==> config.mk <==
export PLATFORM = sky130hd
export DESIGN_NAME = dmx_rdm_receive_framer_core
export DESIGN_NICKNAME = d
export VERILOG_FILES = /design/src/design/dmxrdm_pkg.sv /design/src/design/dmx_rdm_receive_framer_core.sv /design/src/design/dmxrdm_framer.sv
export SDC_FILE = /design/constraint.sdc
export NUM_CORES = 1
export LEC_CHECK = 0
export ABC_AREA = 1
export BUFFER_PORTS_ARGS = -buffer_cell sky130_fd_sc_hd__buf_2
export CAP_MARGIN = 20
export CORE_MARGIN = 4
export CORE_UTILIZATION = 52
export CTS_BUF_LIST = sky130_fd_sc_hd__clkbuf_8
export DETAILED_ROUTE_END_ITERATION = 8
export PLACE_DENSITY = 0.7
export SLEW_MARGIN = 20
export SYNTH_ARGS = -nofsm -noshare
export SYNTH_HDL_FRONTEND = slang
export SYNTH_SLANG_ARGS = --single-unit
export TNS_END_PERCENT = 50
==> constraint.sdc <==
create_clock -name clock -period 5.05 [get_ports clock]
set_input_delay 0.2525 -clock clock [delete_from_list [all_inputs] [get_ports clock]]
set_output_delay 0.2525 -clock clock [all_outputs]
set_load 0.05 [all_outputs]
==> src/design/dmxrdm_pkg.sv <==
package dmxrdm_pkg;

   // default geometry
   localparam int DMX_SLOTS_DEF        = 512;
   localparam int RDM_FRAME_BYTES_DEF  = 256;
   localparam int RDM_RING_ENTRIES_DEF = 8;
   localparam int UID_BYTES            = 6;

   // field widths
   localparam int POS_W   = 10;
   localparam int ENTRY_W = 3;
   localparam int TIME_W  = 32;

   // event codes on req_op
   localparam logic [1:0] OP_BYTE  = 2'd0;
   localparam logic [1:0] OP_BREAK = 2'd1;
   localparam logic [1:0] OP_TIMER = 2'd2;

   // packet start codes
   localparam logic [1:0] START_NONE = 2'd0;
   localparam logic [1:0] START_DMX  = 2'd1;
   localparam logic [1:0] START_RDM  = 2'd2;

   // line bytes
   localparam logic [7:0] SC_DMX        = 8'h00;
   localparam logic [7:0] SC_RDM        = 8'hCC;
   localparam logic [7:0] SUB_START_RDM = 8'h01;
   localparam logic [7:0] DISC_PREAMBLE = 8'hFE;
   localparam logic [7:0] DISC_SEPARATE = 8'hAA;

   localparam logic [3:0] DISC_EUID_BYTES = 4'(2 * UID_BYTES);
   localparam logic [3:0] DISC_ECS_BYTES  = 4'd4;

   typedef struct packed {
      logic              write_valid;
      logic              write_to_rdm;
      logic [POS_W-1:0]  write_index;
      logic [7:0]        write_byte;
      logic [ENTRY_W-1:0] rdm_entry;
      logic              dmx_frame_done;
      logic [POS_W-1:0]  frame_slots;
      logic              rdm_frame_done;
      logic [1:0]        packet_start;
      logic [TIME_W-1:0] interval_us;
      logic [3:0]        receive_state;
   } result_type;

endpackage

==> src/design/dmx_rdm_receive_framer_core.sv <==
// path: a word accepted on req_ is held in the input register; the framer step then writes
//   its result into the result register, which drives rsp_ (the step waits while it is full)
// throughput: one word per cycle while rsp_ready holds; the framer state is one register set updated per step
// reset: synchronous, active high; clears framer state, ring head, timestamps and the
//   discovery capture enable
module dmx_rdm_receive_framer_core #(
   parameter int DMX_SLOTS        = dmxrdm_pkg::DMX_SLOTS_DEF,
   parameter int RDM_FRAME_BYTES  = dmxrdm_pkg::RDM_FRAME_BYTES_DEF,
   parameter int RDM_RING_ENTRIES = dmxrdm_pkg::RDM_RING_ENTRIES_DEF
) (
   input  logic                           clock,
   input  logic                           reset,
   // event input channel
   input  logic                           req_valid,
   output logic                           req_ready,
   input  logic [1:0]                     req_op,
   input  logic [7:0]                     req_data,
   input  logic [dmxrdm_pkg::TIME_W-1:0]  req_timestamp_us,
   // result channel
   output logic                           rsp_valid,
   input  logic                           rsp_ready,
   output logic                           rsp_write_valid,
   output logic                           rsp_write_to_rdm,
   output logic [dmxrdm_pkg::POS_W-1:0]   rsp_write_index,
   output logic [7:0]                     rsp_write_byte,
   output logic [dmxrdm_pkg::ENTRY_W-1:0] rsp_rdm_entry,
   output logic                           rsp_dmx_frame_done,
   output logic [dmxrdm_pkg::POS_W-1:0]   rsp_frame_slots,
   output logic                           rsp_rdm_frame_done,
   output logic [1:0]                     rsp_packet_start,
   output logic [dmxrdm_pkg::TIME_W-1:0]  rsp_interval_us,
   output logic [3:0]                     rsp_receive_state,
   // configuration write channel
   input  logic                           csr_valid,
   output logic                           csr_ready,
   input  logic                           csr_discovery_capture_enable
);

   // config register
   logic                           capture_en_ff;

   // input register stage
   logic                           in_valid_ff;
   logic [1:0]                     op_ff;
   logic [7:0]                     data_ff;
   logic [dmxrdm_pkg::TIME_W-1:0]  ts_ff;

   // result register stage
   logic                           out_valid_ff;
   dmxrdm_pkg::result_type         out_ff;

   logic                           out_free;
   logic                           step;
   dmxrdm_pkg::result_type         step_result;

   // the framer steps when the input stage holds a word and the result
   // register is empty or being drained this cycle
   assign out_free  = !out_valid_ff || rsp_ready;
   assign step      = in_valid_ff && out_free;
   assign req_ready = !in_valid_ff || step;

   // config writes are taken at any time; the user must issue them only while idle, the block does not enforce it
   assign csr_ready = 1'b1;

   always_ff @(posedge clock) begin
      if (reset) begin
         capture_en_ff <= 1'b0;
      end else if (csr_valid) begin
         capture_en_ff <= csr_discovery_capture_enable;
      end
   end

   always_ff @(posedge clock) begin
      if (reset) begin
         in_valid_ff <= 1'b0;
      end else if (req_ready) begin
         in_valid_ff <= req_valid;
      end
   end

   // payload holds no reset
   always_ff @(posedge clock) begin
      if (req_valid && req_ready) begin
         op_ff   <= req_op;
         data_ff <= req_data;
         ts_ff   <= req_timestamp_us;
      end
   end

   // per-word framing: state machine, checksum, ring head, slot timing
   dmxrdm_framer #(
      .DMX_SLOTS        (DMX_SLOTS),
      .RDM_FRAME_BYTES  (RDM_FRAME_BYTES),
      .RDM_RING_ENTRIES (RDM_RING_ENTRIES)
   ) u_framer (
      .clock        (clock),
      .reset        (reset),
      .step_en      (step),
      .capture_en   (capture_en_ff),
      .op           (op_ff),
      .data         (data_ff),
      .timestamp_us (ts_ff),
      .result       (step_result)
   );

   always_ff @(posedge clock) begin
      if (reset) begin
         out_valid_ff <= 1'b0;
      end else if (step) begin
         out_valid_ff <= 1'b1;
      end else if (rsp_ready) begin
         out_valid_ff <= 1'b0;
      end
   end

   always_ff @(posedge clock) begin
      if (step) begin
         out_ff <= step_result;
      end
   end

   // result word fan-out
   assign rsp_valid           = out_valid_ff;
   assign rsp_write_valid     = out_ff.write_valid;
   assign rsp_write_to_rdm    = out_ff.write_to_rdm;
   assign rsp_write_index     = out_ff.write_index;
   assign rsp_write_byte      = out_ff.write_byte;
   assign rsp_rdm_entry       = out_ff.rdm_entry;
   assign rsp_dmx_frame_done  = out_ff.dmx_frame_done;
   assign rsp_frame_slots     = out_ff.frame_slots;
   assign rsp_rdm_frame_done  = out_ff.rdm_frame_done;
   assign rsp_packet_start    = out_ff.packet_start;
   assign rsp_interval_us     = out_ff.interval_us;
   assign rsp_receive_state   = out_ff.receive_state;

endmodule

==> src/design/dmxrdm_framer.sv <==
module dmxrdm_framer #(
   parameter int DMX_SLOTS        = dmxrdm_pkg::DMX_SLOTS_DEF,
   parameter int RDM_FRAME_BYTES  = dmxrdm_pkg::RDM_FRAME_BYTES_DEF,
   parameter int RDM_RING_ENTRIES = dmxrdm_pkg::RDM_RING_ENTRIES_DEF
) (
   input  logic                          clock,
   input  logic                          reset,
   input  logic                          step_en,
   input  logic                          capture_en,
   input  logic [1:0]                    op,
   input  logic [7:0]                    data,
   input  logic [dmxrdm_pkg::TIME_W-1:0] timestamp_us,
   output dmxrdm_pkg::result_type        result
);

   localparam int HEAD_W = (RDM_RING_ENTRIES > 2) ? $clog2(RDM_RING_ENTRIES) : 1;
   localparam logic [HEAD_W-1:0] HEAD_LAST = HEAD_W'(RDM_RING_ENTRIES - 1);
   localparam logic [dmxrdm_pkg::POS_W-1:0] DMX_LAST  = dmxrdm_pkg::POS_W'(DMX_SLOTS);
   localparam logic [dmxrdm_pkg::POS_W-1:0] RDM_LIMIT = dmxrdm_pkg::POS_W'(RDM_FRAME_BYTES);

   typedef enum logic [3:0] {
      PH_IDLE  = 4'd0,
      PH_BREAK = 4'd1,
      PH_DMX   = 4'd2,
      PH_RDM   = 4'd3,
      PH_CSH   = 4'd4,
      PH_CSL   = 4'd5,
      PH_DPRE  = 4'd6,
      PH_DEUID = 4'd7,
      PH_DECS  = 4'd8
   } phase_type;

   phase_type                      phase_ff, phase_in;
   logic [dmxrdm_pkg::POS_W-1:0]   pos_ff, pos_in;
   logic [15:0]                    csum_ff, csum_in;
   logic [7:0]                     len_ff, len_in;
   logic [7:0]                     sub_ff, sub_in;
   logic [3:0]                     dcnt_ff, dcnt_in;
   logic [HEAD_W-1:0]              head_ff, head_in;
   logic [dmxrdm_pkg::TIME_W-1:0]  brk_time_ff, brk_time_in;
   logic [dmxrdm_pkg::TIME_W-1:0]  evt_time_ff, evt_time_in;
   logic [dmxrdm_pkg::TIME_W-1:0]  slot_iv_ff, slot_iv_in;

   logic [HEAD_W+2:0]              head_ext;
   logic                           put_ok;
   logic [dmxrdm_pkg::TIME_W-1:0]  evt_gap;
   logic [3:0]                     dcnt_next;
   logic [15:0]                    csum_next;
   dmxrdm_pkg::result_type         res;

   assign head_ext = {3'b000, head_ff};
   assign put_ok   = (pos_ff < RDM_LIMIT);
   assign evt_gap  = timestamp_us - evt_time_ff;

   always_comb begin
      phase_in    = phase_ff;
      pos_in      = pos_ff;
      csum_in     = csum_ff;
      len_in      = len_ff;
      sub_in      = sub_ff;
      dcnt_in     = dcnt_ff;
      head_in     = head_ff;
      brk_time_in = brk_time_ff;
      evt_time_in = evt_time_ff;
      slot_iv_in  = slot_iv_ff;
      dcnt_next   = dcnt_ff + 4'd1;
      csum_next   = csum_ff;
      res         = '0;
      res.rdm_entry = head_ext[2:0];

      unique case (op)
         dmxrdm_pkg::OP_BREAK: begin
            phase_in       = PH_BREAK;
            res.interval_us = timestamp_us - brk_time_ff;
            brk_time_in    = timestamp_us;
            evt_time_in    = timestamp_us;
         end
         dmxrdm_pkg::OP_TIMER: begin
            // slot timeout ends the dmx frame
            if (phase_ff == PH_DMX && evt_gap > slot_iv_ff) begin
               phase_in            = PH_IDLE;
               res.dmx_frame_done  = 1'b1;
               res.frame_slots     = pos_ff - 10'd1;
            end
         end
         dmxrdm_pkg::OP_BYTE: begin
            evt_time_in = timestamp_us;
            unique case (phase_ff)
               PH_IDLE: begin
                  if (capture_en && data == dmxrdm_pkg::DISC_PREAMBLE) begin
                     phase_in         = PH_DPRE;
                     res.write_valid  = 1'b1;
                     res.write_to_rdm = 1'b1;
                     res.write_byte   = dmxrdm_pkg::DISC_PREAMBLE;
                     pos_in           = 10'd1;
                  end
               end
               PH_BREAK: begin
                  if (data == dmxrdm_pkg::SC_DMX) begin
                     phase_in         = PH_DMX;
                     res.write_valid  = 1'b1;
                     pos_in           = 10'd1;
                     res.packet_start = dmxrdm_pkg::START_DMX;
                  end else if (data == dmxrdm_pkg::SC_RDM) begin
                     phase_in         = PH_RDM;
                     csum_in          = {8'h00, dmxrdm_pkg::SC_RDM};
                     len_in           = 8'h00;
                     sub_in           = 8'h00;
                     res.packet_start = dmxrdm_pkg::START_RDM;
                     res.write_valid  = 1'b1;
                     res.write_to_rdm = 1'b1;
                     res.write_byte   = dmxrdm_pkg::SC_RDM;
                     pos_in           = 10'd1;
                  end else begin
                     phase_in = PH_IDLE;
                  end
               end
               PH_DMX: begin
                  res.write_valid = 1'b1;
                  res.write_index = pos_ff;
                  res.write_byte  = data;
                  pos_in          = pos_ff + 10'd1;
                  slot_iv_in      = evt_gap;
                  res.interval_us = evt_gap;
                  if (pos_ff >= DMX_LAST) begin
                     phase_in            = PH_IDLE;
                     res.dmx_frame_done  = 1'b1;
                     res.frame_slots     = DMX_LAST;
                  end
               end
               PH_DPRE: begin
                  if (data == dmxrdm_pkg::DISC_PREAMBLE || data == dmxrdm_pkg::DISC_SEPARATE)
                  begin
                     if (put_ok) begin
                        res.write_valid  = 1'b1;
                        res.write_to_rdm = 1'b1;
                        res.write_index  = pos_ff;
                        res.write_byte   = data;
                        pos_in           = pos_ff + 10'd1;
                        if (data == dmxrdm_pkg::DISC_SEPARATE) begin
                           phase_in = PH_DEUID;
                           dcnt_in  = 4'd0;
                        end
                     end else begin
                        phase_in = PH_IDLE;
                     end
                  end else begin
                     phase_in = PH_IDLE;
                  end
               end
               PH_RDM, PH_CSH, PH_CSL, PH_DEUID, PH_DECS: begin
                  if (!put_ok) begin
                     // store bound reached, drop the frame
                     phase_in = PH_IDLE;
                  end else begin
                     res.write_valid  = 1'b1;
                     res.write_to_rdm = 1'b1;
                     res.write_index  = pos_ff;
                     res.write_byte   = data;
                     pos_in           = pos_ff + 10'd1;
                     unique case (phase_ff)
                        PH_RDM: begin
                           csum_in = csum_ff + {8'h00, data};
                           if (pos_ff == 10'd1) begin
                              sub_in = data;
                           end
                           if (pos_ff == 10'd2) begin
                              len_in = data;
                           end
                           if (pos_in >= 10'd3 && pos_in == {2'b00, len_in}) begin
                              phase_in = PH_CSH;
                           end
                        end
                        PH_CSH: begin
                           csum_in  = csum_ff - {data, 8'h00};
                           phase_in = PH_CSL;
                        end
                        PH_CSL: begin
                           csum_next = csum_ff - {8'h00, data};
                           csum_in   = csum_next;
                           phase_in  = PH_IDLE;
                           if (csum_next == 16'h0000 && sub_ff == dmxrdm_pkg::SUB_START_RDM)
                           begin
                              head_in = (head_ff == HEAD_LAST) ? '0 : head_ff + HEAD_W'(1);
                              res.rdm_frame_done = 1'b1;
                           end
                        end
                        PH_DEUID: begin
                           dcnt_in = dcnt_next;
                           if (dcnt_next == dmxrdm_pkg::DISC_EUID_BYTES) begin
                              phase_in = PH_DECS;
                              dcnt_in  = 4'd0;
                           end
                        end
                        default: begin
                           dcnt_in = dcnt_next;
                           if (dcnt_next == dmxrdm_pkg::DISC_ECS_BYTES) begin
                              head_in  = (head_ff == HEAD_LAST) ? '0 : head_ff + HEAD_W'(1);
                              res.rdm_frame_done = 1'b1;
                              phase_in = PH_IDLE;
                           end
                        end
                     endcase
                  end
               end
               default: begin
               end
            endcase
         end
         default: begin
         end
      endcase

      res.receive_state = phase_in;
   end

   assign result = res;

   always_ff @(posedge clock) begin
      if (reset) begin
         phase_ff    <= PH_IDLE;
         pos_ff      <= '0;
         csum_ff     <= '0;
         len_ff      <= '0;
         sub_ff      <= '0;
         dcnt_ff     <= '0;
         head_ff     <= '0;
         brk_time_ff <= '0;
         evt_time_ff <= '0;
         slot_iv_ff  <= '0;
      end else if (step_en) begin
         phase_ff    <= phase_in;
         pos_ff      <= pos_in;
         csum_ff     <= csum_in;
         len_ff      <= len_in;
         sub_ff      <= sub_in;
         dcnt_ff     <= dcnt_in;
         head_ff     <= head_in;
         brk_time_ff <= brk_time_in;
         evt_time_ff <= evt_time_in;
         slot_iv_ff  <= slot_iv_in;
      end
   end

endmodule
==> impl_metrics.env, run 1 <==
export IMPL_outcome="finished clean"
export IMPL_setup_violations=0
export IMPL_num_antenna_cells=0
export IMPL_timing_final_crit_share_pct=89.4
export IMPL_cp_data_arrival_time_ns=4.82
export IMPL_skew_ns=0.0183
export IMPL_antenna_found_initial=0
export IMPL_timing_final_crit_period_ns=4.52
export IMPL_utilization_pct=60.1
export IMPL_synth_yosys_seq_area_share_pct=38.7
export IMPL_startpoint_type="flip-flop"
export IMPL_final_common_cell="nand2_1"
export IMPL_dp_hpwl_um=33800
export IMPL_yosys_warnings=0
export IMPL_cts_setup_buffers=0
export IMPL_initial_core_util_pct=52.9
export IMPL_reg2regPathDepth=24
export IMPL_async_reset_ff_share_pct=0
export IMPL_crit_chain="inv_1, ha_1, inv_1, fa_1, nand2_1, inv_1, nand2_1, nand2_1, a21boi_1, o21ai_1, a21oi_1, o21ai_1, nand3b_1, nand2_1, nand2_1, nand2_1, ha_1, nand4_1, inv_1, nand2_1, nor4_1, a41oi_1, nand3_1, a21oi_1"
export IMPL_hold_buffers=46
export IMPL_die_w_um=188
export IMPL_die_h_um=188
export IMPL_drive_gt1_share_pct=10.1
export IMPL_yosysTopAreaCell="edfxtp_1"
export IMPL_path_class="reg -> reg"
export IMPL_grt_overflow=0
export IMPL_drv_cap=0
export IMPL_wl_um=45600
export IMPL_synth_edf_count=115
export IMPL_crit_top_cell="nand2_1"
export IMPL_viasPerCell=5.43
export IMPL_critPathMaxStageDelay_ns=0.43
export IMPL_nets=2567
export IMPL_whs_path_depth=2
export IMPL_relSlewSlack_pct=27.6
export IMPL_root_buffer="clkbuf_8"
export IMPL_cts_clk_slew_worst_paths_ns=0.06
export IMPL_cp_required_ns=5.35
export IMPL_peakVddDrop_mv=0.209
export IMPL_clock_sinks=267
export IMPL_io_pin_count=124
export IMPL_path_max_fanout=11
export IMPL_drc=0
export IMPL_cts_buffer_depth=3
export IMPL_netlist_instances=2224
export IMPL_die_area_um2=35200
export IMPL_ys_flop_type="dfxtp_1"
export IMPL_finalSetupTns_ns=0
export IMPL_dr_pass1_iters=8
export IMPL_synth_area_um2=16800
export IMPL_grt_max_degree=60
export IMPL_fillCellCount=2928
export IMPL_h_tree_depth=2
export IMPL_rows=65
export IMPL_drtIter0Drc=1030
export IMPL_vias=15300
export IMPL_cts_made_buffers=46
export IMPL_cts_tree="built"
export IMPL_final_cell_mix="405 x nand2_1, 344 x inv_1, 274 x a21oi_1"
export IMPL_grt_total_usage_pct=25.4
export IMPL_synth_top_area_share_pct=20.6
export IMPL_p_leak_uw=0.00859
export IMPL_powerDensity_nw_per_um2=284
export IMPL_grt_pass1_wl_um=74300
export IMPL_clock_latency_ns=0.58
export IMPL_ys_seq_elements=267
export IMPL_grt_pass1_vias=14900
export IMPL_clock_fmax_ghz=0.221
export IMPL_core_um2=31700
export IMPL_place_gp_congestion=0.969
export IMPL_cp_slowest_cell="nand3_1"
export IMPL_drtAntennaViolNets=0
export IMPL_hold_path_class="in -> reg"
export IMPL_synthTopCellsByArea="edfxtp_1 21%, dfxtp_1 18%, ha_1 9.4%"
export IMPL_slew_violations=0
export IMPL_endpoint_kind="flip-flop"
export IMPL_wl_per_cell_um=16.1
export IMPL_synth_nets=2403
export IMPL_tightest_slew_ns=1.09
export IMPL_syn_area_per_cell_um2=7.54
export IMPL_port_buffers=122
export IMPL_rsz0062_at_grt="no"
export IMPL_ctsResizeCount=0
export IMPL_timing_final_hold_violations=0
export IMPL_ys_types=60
export IMPL_area_growth_pct=13.5
-- report_power, final --
group / internal (uW) / leakage, uW / switching [uW]
Clock: 1030 / 0.000540 / 895
Combinational: 356 / 0.00571 / 740
Sequential: 2340 / 0.00235 / 51.9
Total: 3720 / 0.00859 / 1690
-- registers in the layout (all words and copies together), names as in the netlist, 2 cells and up --
register	count
op_ff	2
rsp_receive_state	4
u_framer.len_ff	8
u_framer.evt_time_ff	32
rsp_interval_us	32
rsp_write_index	10
rsp_write_byte	8
ts_ff	32
data_ff	8
u_framer.brk_time_ff	32
u_framer.phase_ff	4
rsp_frame_slots	10
rsp_rdm_entry	3
rsp_packet_start	2
u_framer.pos_ff	10
u_framer.sub_ff	8
u_framer.dcnt_ff	4
u_framer.csum_ff	16
u_framer.head_ff	3
u_framer.slot_iv_ff	32
-- cell usage after synthesis (all sizes together), types with 20 or more instances --
| cell | count |
|---|---|
| a21oi | 274 |
| clkbuf | 45 |
| dfxtp | 152 |
| edfxtp | 115 |
| ha | 126 |
| inv | 336 |
| nand2 | 413 |
| nand3 | 97 |
| nand4 | 20 |
| nor2 | 214 |
| nor3 | 33 |
| o21ai | 205 |
| xor2 | 49 |
-- kinds of logic after synthesis --
logic type      count (synthesis)  share of synthesized area, %
other cells                     1                        0.0223
flops                         267                          38.7
fa+ha+maj                     131                          9.99
buf+inv                       399                          9.13
simple gates                  798                          20.5
compound gates                563                          18.3
xor+xnor                       65                          3.39
-- through the flow --
step / power, uW / instance area, um2 / setup WS [ns] / std cells / hold WS, ns
after floorplan: 3200 / 16800 / 1.24 / 2224 / 0.347
after global placement: 3470 / 17700 / 0.667 / 2696 / 0.429
after detailed placement: 3490 / 17700 / 0.540 / 2696 / 0.431
after CTS: 5450 / 19000 / 0.511 / 2824 / 0.0785
after global routing: 5700 / 19000 / 0.0319 / 2824 / 0.116
final: 5410 / 19000 / 0.535 / 2824 / 0.111
-- worst paths after layout --
check / startpoint / end / slack (ns)
max: ts_ff[0] / rsp_frame_slots[9] / 0.53
min: reset / u_framer.csum_ff[0] / 0.11
max reg2reg: ts_ff[0] / rsp_frame_slots[9] / 0.53
min reg2reg: u_framer.evt_time_ff[6] / u_framer.evt_time_ff[6] / 0.46
-- final cells by class --
class                   count  area, um2  share of cell area (%)
flip-flops and latches    267       6500                    34.1
repair buffers            177       1140                    5.98
multi-input cells        1558       8750                    46.0
well taps                 402        503                    2.64
inverters                 338       1270                    6.68
clock buffers              51        702                    3.69
clock inverters            31        181                   0.953
-- layer usage --
layer / global-route usage (%) / vias to the layer above / share of wire, %
met2: 43.2 / 507 / 48
met1: 33.0 / 6993 / 43
met5: 0 / - / 0
li1: - / 7738 / -
met3: 3.15 / 109 / 5.6
met4: 10.3 / 0 / 3.6
-- worst max-delay path, delay by kind of cell (launching register included) --
| kind | cells | cell delay (ns) |
|---|---|---|
| compound gates | 6 | 1.23 |
| flops | 1 | 0.39 |
| simple gates | 11 | 1.40 |
| buf+inv | 4 | 0.34 |
| fa+ha+maj | 3 | 0.88 |
Note: power is estimated with default switching activity, not from simulation.
==> run 2: changes to the inputs <==
--- a/config.mk
+++ b/config.mk
@@ -13,8 +13,9 @@
 export CTS_BUF_LIST = sky130_fd_sc_hd__clkbuf_8
 export DETAILED_ROUTE_END_ITERATION = 8
 export PLACE_DENSITY = 0.7
+export SETUP_SLACK_MARGIN = 0.3
 export SLEW_MARGIN = 20
 export SYNTH_ARGS = -nofsm -noshare
 export SYNTH_HDL_FRONTEND = slang
+export SYNTH_HIERARCHICAL = 1
 export SYNTH_SLANG_ARGS = --single-unit
-export TNS_END_PERCENT = 50
==> run 2 against run 1 <==
  * Clock skew is 0.014 ns higher
  * Register-to-register slack better by 0.20 ns
  * Worst hold slack better by 0.26 ns
  * Routed wire length decreased by 0.92%
  * Setup slack gained 0.20 ns
  * Combinational power about the same
  * Critical path depth fell by 5
  * Total power down 0.46%
==> impl_metrics.env, run 2 <==
export IMPL_outcome="finished clean"
export IMPL_path_class="reg -> reg"
export IMPL_relSlewSlack_pct=34.7
export IMPL_hold_end="ts_ff[15]"
export IMPL_root_buffer="clkbuf_8"
export IMPL_synth_edf_count=115
export IMPL_ys_flop_type="dfxtp_1"
export IMPL_drc=0
export IMPL_cts_made_buffers=47
export IMPL_p_leak_uw=0.00839
export IMPL_synth_area_um2=16600
export IMPL_cp_data_arrival_time_ns=4.65
export IMPL_rsz0062_at_grt="no"
export IMPL_rr_endpoint="rsp_frame_slots[9]"
export IMPL_async_reset_ff_share_pct=0
export IMPL_whs_path_depth=2
export IMPL_ys_types=57
export IMPL_critPathMaxStageDelay_ns=0.46
export IMPL_crit_chain="ha_1, a21oi_1, nand2_1, a21oi_1, o21bai_1, a21oi_1, o21ai_0, nand2_1, nand2_1, xor2_1, ha_1, nand2_1, inv_1, nand4_1, nor4_1, a21oi_1, nand4_1, buf_4, o21ai_0"
export IMPL_h_tree_depth=2
export IMPL_synth_most_common_cell="nand2_1"
export IMPL_wl_per_cell_um=16.2
export IMPL_yosysTopAreaCell="edfxtp_1"
export IMPL_hold_path_class="in -> reg"
export IMPL_synth_top_area_share_pct=20.8
export IMPL_die_w_um=187
export IMPL_powerDensity_nw_per_um2=285
export IMPL_multi_input_area_um2=8630
export IMPL_synth_commonest_cells="414 x nand2_1, 308 x inv_1, 263 x a21oi_1, 185 x o21ai_0, 162 x nor2_1"
export IMPL_reg2regPathDepth=19
export IMPL_core_um2=31600
export IMPL_r2r_slack_ns=0.73
export IMPL_cp_required_ns=5.38
export IMPL_timing_final_hold_violations=0
export IMPL_setup_violations=0
export IMPL_grt_total_usage_pct=25.4
export IMPL_skew_ns=0.0328
export IMPL_final_common_cell="nand2_1"
export IMPL_grt_overflow=0
export IMPL_drive_gt1_share_pct=10.6
export IMPL_synth_nets=2352
export IMPL_die_h_um=187
export IMPL_slew_violations=0
export IMPL_die_area_um2=34800
export IMPL_r2r_start="ts_ff[2]"
export IMPL_grt_pass1_vias=14900
export IMPL_fillCellCount=2942
export IMPL_timing_final_crit_period_ns=4.32
export IMPL_num_antenna_cells=0
export IMPL_endpoint_kind="flip-flop"
export IMPL_grt_pass1_wl_um=73700
export IMPL_port_buffers=122
export IMPL_totalPowerFinal_uw=5390
export IMPL_cts_clk_slew_worst_paths_ns=0.06
export IMPL_timing_final_crit_share_pct=85.5
export IMPL_wl_um=45100
export IMPL_cp_slowest_cell="nor4_1"
export IMPL_synth_yosys_seq_area_share_pct=39.2
export IMPL_finalSetupTns_ns=0
export IMPL_viasPerCell=5.44
export IMPL_ys_seq_elements=267
export IMPL_nets=2520
export IMPL_area_growth_pct=14.1
export IMPL_initial_core_util_pct=52.6
export IMPL_yosys_warnings=6
export IMPL_final_cell_mix="413 x nand2_1, 321 x inv_1, 262 x a21oi_1"
export IMPL_antenna_found_initial=0
export IMPL_place_gp_congestion=0.934
export IMPL_holdCritStartpoint="req_timestamp_us[15]"
export IMPL_clock_latency_ns=0.59
export IMPL_drv_cap=0
export IMPL_netlist_instances=2172
export IMPL_drtIter0Drc=959
export IMPL_synthTopCellsByArea="edfxtp_1 21%, dfxtp_1 18%, ha_1 9.6%"
export IMPL_startpoint_type="flip-flop"
export IMPL_cts_buffer_depth=3
export IMPL_vias=15100
export IMPL_tightest_slew_ns=0.979
export IMPL_drtAntennaViolNets=0
export IMPL_io_pin_count=124
export IMPL_syn_area_per_cell_um2=7.64
export IMPL_rows=65
export IMPL_clock_sinks=267
export IMPL_seq_area_um2=6500
export IMPL_peakVddDrop_mv=0.197
export IMPL_path_max_fanout=11
export IMPL_dr_pass1_iters=6
export IMPL_grt_max_degree=81
export IMPL_cts_tree="built"
export IMPL_dp_hpwl_um=32800
export IMPL_clock_fmax_ghz=0.232
## run 2: changes by cell type in the layout (fill, tap and decap cells not counted), sizes merged, moves of 5 or more
cell,before,now
nor2,214,175
inv,357,338
nor4,5,17
nand3,97,108
o21ai,205,194
nor3,33,24
a21oi,274,266
clkinv,10,18
a211oi,14,20
nand2,413,419
a21o,6,1
clkbuf,51,56
## run 2: cells by family after synthesis
logic type	count (synthesis)	share of synthesized area, %
other cells	1	0.0226
flops	267	39.2
fa+ha+maj	132	10.2
compound gates	542	17.8
simple gates	778	20.3
xor+xnor	68	3.59
buf+inv	384	8.97
## run 2: worst max-delay path: cells and delay by family (launching register included)
| family | cells | cell delay (ns) |
|---|---|---|
| compound gates | 7 | 1.44 |
| simple gates | 7 | 1.01 |
| fa+ha+maj | 2 | 0.69 |
| flops | 1 | 0.44 |
| buf+inv | 2 | 0.26 |
| xor+xnor | 1 | 0.20 |
## run 2: worst max path at each step
stage	to	startpoint	slack, ns	cells after the start
after global routing	rsp_frame_slots[9]	ts_ff[0]	0.36	20
final	rsp_frame_slots[9]	ts_ff[2]	0.73	19
after global placement	rsp_frame_slots[9]	ts_ff[0]	0.55	20
after detailed placement	rsp_frame_slots[9]	ts_ff[0]	0.48	20
after CTS	rsp_frame_slots[9]	ts_ff[0]	0.45	20
after floorplan	u_framer/csum_ff[3]	rsp_valid	0.39	11
## run 2: layout make-up
cell class | count | area share [%]
clock buffer | 56 | 4.07
clock inverter | 32 | 0.773
inverter | 326 | 6.48
multi-input combinational | 1521 | 45.6
sequential | 267 | 34.3
tap | 402 | 2.66
timing repair buffer | 177 | 6.11
## run 2: per-stage QoR
| step | setup WS, ns | util (%) | hold WS, ns | instance area (um2) | std cells |
|---|---|---|---|---|---|
| after floorplan | 0.386 | - | 0.315 | 16600 | 2172 |
| after global placement | 0.551 | 55.5 | 0.429 | 17500 | 2644 |
| after detailed placement | 0.483 | 55.5 | 0.431 | 17500 | 2644 |
| after CTS | 0.445 | 59.9 | 0.317 | 18900 | 2779 |
| after global routing | 0.359 | 60.0 | 0.343 | 18900 | 2781 |
| final | 0.731 | 60.0 | 0.369 | 18900 | 2781 |
## run 2: per-layer routing
metal	track usage, %	vias to the layer above	routed length (um)
li1	-	7624	-
met5	0	-	0
met4	11.2	0	1840
met1	32.0	6910	19500
met2	43.6	477	21200
met3	3.50	116	2550
## run 2: where the power goes
| group | internal [uW] | switching, uW | leakage, uW |
|---|---|---|---|
| combinational | 349 | 720 | 0.00551 |
| clock | 1010 | 914 | 0.000528 |
| sequential | 2340 | 50.4 | 0.00235 |
## run 2: what timing repair did
action                                 4_1_cts  5_1_grt
setup endpoints to repair                    0       11
resized for setup                            0        1
endpoints found under the hold margin       45        0
hold buffers                                47        0
buffers inserted                             0        1
